--- config.mk ---
export PLATFORM = sky130hd
export DESIGN_NAME = futr_cell
export DESIGN_NICKNAME = d
export VERILOG_FILES = /design/src/hdl/futr_pkg.sv /design/src/hdl/futr_cell.sv
export SDC_FILE = /design/constraint.sdc
export NUM_CORES = 1
export LEC_CHECK = 0
export ABC_AREA = 1
export ABC_CLOCK_PERIOD_IN_PS = 1300
export BUFFER_PORTS_ARGS = -buffer_cell sky130_fd_sc_hd__buf_4
export CAP_MARGIN = 10
export CORE_MARGIN = 2
export CORE_UTILIZATION = 45
export CTS_BUF_LIST = sky130_fd_sc_hd__clkbuf_4 sky130_fd_sc_hd__clkbuf_8
export DETAILED_ROUTE_END_ITERATION = 12
export PLACE_DENSITY = 0.91
export SLEW_MARGIN = 10
export SYNTH_ARGS = -nofsm -noshare
export SYNTH_HDL_FRONTEND = slang
export SYNTH_SLANG_ARGS = --single-unit
--- constraint.sdc ---
create_clock -name clk -period 1.3 [get_ports clk]
set_input_delay 0.13 -clock clk [delete_from_list [all_inputs] [get_ports clk]]
set_output_delay 0.13 -clock clk [all_outputs]
set_load 0.05 [all_outputs]
--- src/hdl/futr_pkg.sv ---
// Shared types and constants for the first unique symbol tracker.
package futr_pkg;

	// Width of the symbol field on the ports.
	localparam int SYM_W = 8;
	// Bits of a symbol that are tracked; wider input codes wrap to these bits.
	localparam int SYMBOL_BITS = 8;
	// Number of distinct symbols, which is also the number of cells.
	localparam int ALPHA_SIZE = 1 << SYMBOL_BITS;
	// Queue fill counter width; it must be able to hold the alphabet size.
	localparam int FILL_W = SYMBOL_BITS + 1;

	// Contents of one queue cell.
	typedef struct packed {
		logic                   occ;
		logic                   many;
		logic [SYMBOL_BITS-1:0] sym;
	} cell_t;

	// Control that is broadcast to every cell.
	typedef struct packed {
		logic                   accept;
		logic                   clear;
		logic                   mark;
		logic                   shift;
		logic [SYMBOL_BITS-1:0] symbol;
	} cell_ctrl_t;

	// Sequencer states.
	typedef enum logic [1:0] {
		ST_IDLE  = 2'b01,
		ST_DRAIN = 2'b10
	} state_t;

endpackage

--- src/hdl/futr_cell.sv ---
// One cell of the arrival-order chain: holds one queued symbol and its repeat flag.
module futr_cell import futr_pkg::*; (
	input  logic       clk,
	input  logic       arst_n,
	input  cell_ctrl_t ctrl,
	input  logic       ins,
	input  cell_t      nbr,
	output cell_t      cur,
	output logic       hit
);

	logic                   occ_q;
	logic                   many_q;
	logic [SYMBOL_BITS-1:0] sym_q;

	// The cell matches when it holds the symbol of the current transfer.
	assign hit = occ_q && (sym_q == ctrl.symbol);

	// Occupancy: taken from the neighbor on a shift, set on insert, dropped on clear.
	always_ff @(posedge clk or negedge arst_n) begin
		if (!arst_n) begin
			occ_q <= 1'b0;
		end else begin
			priority if (ctrl.shift) begin
				occ_q <= nbr.occ;
			end else if (ctrl.accept && ins) begin
				occ_q <= 1'b1;
			end else if (ctrl.accept && ctrl.clear) begin
				occ_q <= 1'b0;
			end
		end
	end

	// Symbol and repeat flag; a repeat of the held symbol marks the cell.
	always_ff @(posedge clk) begin
		priority if (ctrl.shift) begin
			many_q <= nbr.many;
			sym_q  <= nbr.sym;
		end else if (ctrl.accept && ins) begin
			many_q <= 1'b0;
			sym_q  <= ctrl.symbol;
		end else if (ctrl.accept && ctrl.mark && hit) begin
			many_q <= 1'b1;
		end
	end

	assign cur.occ  = occ_q;
	assign cur.many = many_q;
	assign cur.sym  = sym_q;

endmodule

==> run_results.csv <==
group,metric,value,unit
outcome,outcome,"finished, violations left",
outcome,violations,"setup timing",
floorplanning,io_pins,36,
critical_path,startpoint_type,"register",
synthesis,synth_area_leaders,"edfxtp_1 (42%), nand2_1 (21%), inv_1 (9.3%)",
timing,slew_headroom,73.57,%
timing,setup_viol,1,
grt,grt_max_degree,18,
detailed_routing,vias_per_cell,4.837,
critical_path,end_kind,"output pin",
cts,cts.sinks,10,
synthesis,ys_seq_area_share,45.56,%
placed_design,globalplace.congestion,0.7726,
finish,antenna-diode-count,0,
critical_path,reg2regPathDepth,8,
finish,syn_to_final_growth,52.51,%
synthesis,synth-seq-cells,10,
synthesis,synth_area_per_cell,7.122,sq um
finish,final_net_count,158,
timing,timing.fmax,644.5,MHz
detailed_routing,post-route-drc-count,0,
critical_path,crit_required,1.17,ns
floorplanning,rows,13,
synthesis,yosys.area.top_type,"edfxtp_1",
critical_path,critPathMaxFanout,3,
cts,cts_max_level,1,
power,power.leakage,0.0005520,uW
hold_path,hold_path_class,"primary input to register",
floorplanning,core,1318,sq um
grt,grt_pass1_vias,656,
timing,hold_ws,0.09424,ns
finish,fill_cells,102,
detailed_routing,drt_iter0_markers,19,
floorplanning,die_w,41.95,um
detailed_routing,wl_per_cell,11.53,um
finish,final_util,75.02,%
run,drv_cap,0,
timing,min_period_over_period,119.4,%
grt,grt_pass1_wl,2649,um
cts,path_clk_slew,0.08,ns
cts,cts-buffers-inserted,3,
cts,clockBufferDepth,2,
critical_path,critPathArrivalTime,1.42,ns
timing,rsz0062_at_grt,"yes",
synthesis,syn_inst,91,
cts,clk_latency,0.26,ns
power,cellPowerDensity,1050,nW/um^2
synthesis,yosys_warnings,0,
critical_path,critPathKind,"register to output pin",
timing,worstMarginPinSlew,0.3960,ns
timing,skew,0.01120,ns
synthesis,syn-cell-area,648.1,sq um
grt,gr-total-overflow,0,
timing,slew_violations,0,
detailed_routing,wl,1695,um
detailed_routing,ant_nets,0,
synthesis,syn_nets,116,
placed_design,dp_hpwl,1304,um
power,vdd_drop_max,0.6921,mV
grt,grt.total_usage,19.45,%
cts,tritoncts,"yes",
floorplanning,die_area,1760,sq um
timing,hold_viol_final,0,
timing,period_needed,1.552,ns
floorplanning,die_h,41.95,um
synthesis,ys_types,14,
grt,antenna_found_initial,0,
timing,setup_ws,-0.2516,ns
floorplanning,start_util,49.19,%
detailed_routing,first_pass_iters,4,
hold_path,hold_depth,2,
cts,cts_root_buf,"clkbuf_4",
finish,drive_above_1_share,34.09,%
synthesis,synth_top_area_share,41.70,%
detailed_routing,num_vias,711,
placed_design,port_buffers,35,
[worst paths after layout]
path / startpoint / end / slack, ns
worst max register to register: sym_q[1] / many_q / 0.01
worst min register to register: occ_q / occ_q / 0.74
max in group asynchronous: arst_n / occ_q / 1.03
worst max-delay path: sym_q[1] / hit / -0.25
worst min-delay path: nbr[9] / occ_q / 0.09
min in group asynchronous: arst_n / occ_q / 0.19
[what timing repair did]
item	in CTS	in global routing
pin swaps	2	3
endpoints found under the hold margin	1	0
gates resized for setup	1	1
hold buffers	1	0
endpoints found under the setup margin	1	2
buffers inserted	2	2
[metal layers]
| layer | global-route usage (%) | part of all wire, % |
|---|---|---|
| met1 | 21.67 | 39 |
| met2 | 37.50 | 53 |
| met3 | 5.217 | 7.9 |
| met4 | 1.935 | 0 |
| met5 | 0 | 0 |
[logic make-up after synthesis]
family                    count (synthesis)  synth area share, %
xor gates and xnor gates                  2                2.703
AOI/OAI and AO/OA                        10                8.301
and+or+nand+nor                          50                31.08
buffers and inverters                    19                12.35
DFF                                      10                45.56
[final cells by class]
class	instances	area [sq um]	share of cell area [%]
Clock buffer	3	22.52	2.278
Clock inverter	1	3.754	0.3797
Inverter	16	60.06	6.076
Multi-Input combinational cell	62	281.5	28.48
Sequential cell	10	295.3	29.87
Tap cell	15	18.77	1.899
Timing Repair Buffer	40	306.5	31.01
[power breakdown]
group | switching (uW) | internal, uW | total, uW | leakage, uW
combinational | 244 | 151 | 395 | 0.000435
clock | 110 | 111 | 221 | 0.0000154
sequential | 28.6 | 393 | 422 | 0.000101
total | 383 | 655 | 1040 | 0.000552
[sequential cells by signal (all words and copies together) (netlist names)]
register and cells:
many_q 1, occ_q 1, sym_q 8
[cells in the mapped netlist (all sizes together)]
cell type / number
edfxtp: 9
nor3: 1
inv: 16
nand3: 4
nor2: 8
nand2: 37
o22a: 1
o21ai: 6
buf: 3
xor2: 2
dfrtp: 1
a21oi: 3
[metrics by stage]
step	std cells	area [sq um]	total power, uW	setup slack (ns)	TNS [ns]
2_1_floorplan	91	654.4	661.5	-0.3149	-0.4710
5_1_grt	147	988.4	1085	-0.2952	-0.3613
3_5_place_dp	138	915.9	794.6	0.05220	0
3_3_place_gp	138	915.9	784.3	0.07003	0
4_1_cts	145	970.9	1027	-0.2079	-0.2079
6_report	147	988.4	1038	-0.2516	-0.2516
[layout by cell type (no fill, tap or decap)]
| cell type | instances |
|---|---|
| o21ai_0 | 6 |
| buf_4 | 38 |
| inv_1 | 16 |
| clkbuf_4 | 3 |
| xor2_1 | 2 |
| nor3_4 | 1 |
| dlygate4sd3_1 | 1 |
| o22a_1 | 1 |
| nand3_1 | 4 |
| edfxtp_1 | 9 |
| a21oi_1 | 3 |
| nor2_1 | 8 |
| nand2_2 | 2 |
| clkinv_1 | 1 |
| buf_6 | 1 |
| dfrtp_1 | 1 |
| nand2_1 | 35 |
[worst max-delay path, cell delays in order (launching register included)]
cell      delay, ns
edfxtp_1       0.45
nand2_2        0.11
nand2_1        0.06
nor2_1         0.10
nand3_1        0.13
nor3_4         0.13
buf_6          0.17
Power figures use the tool's default switching activity.
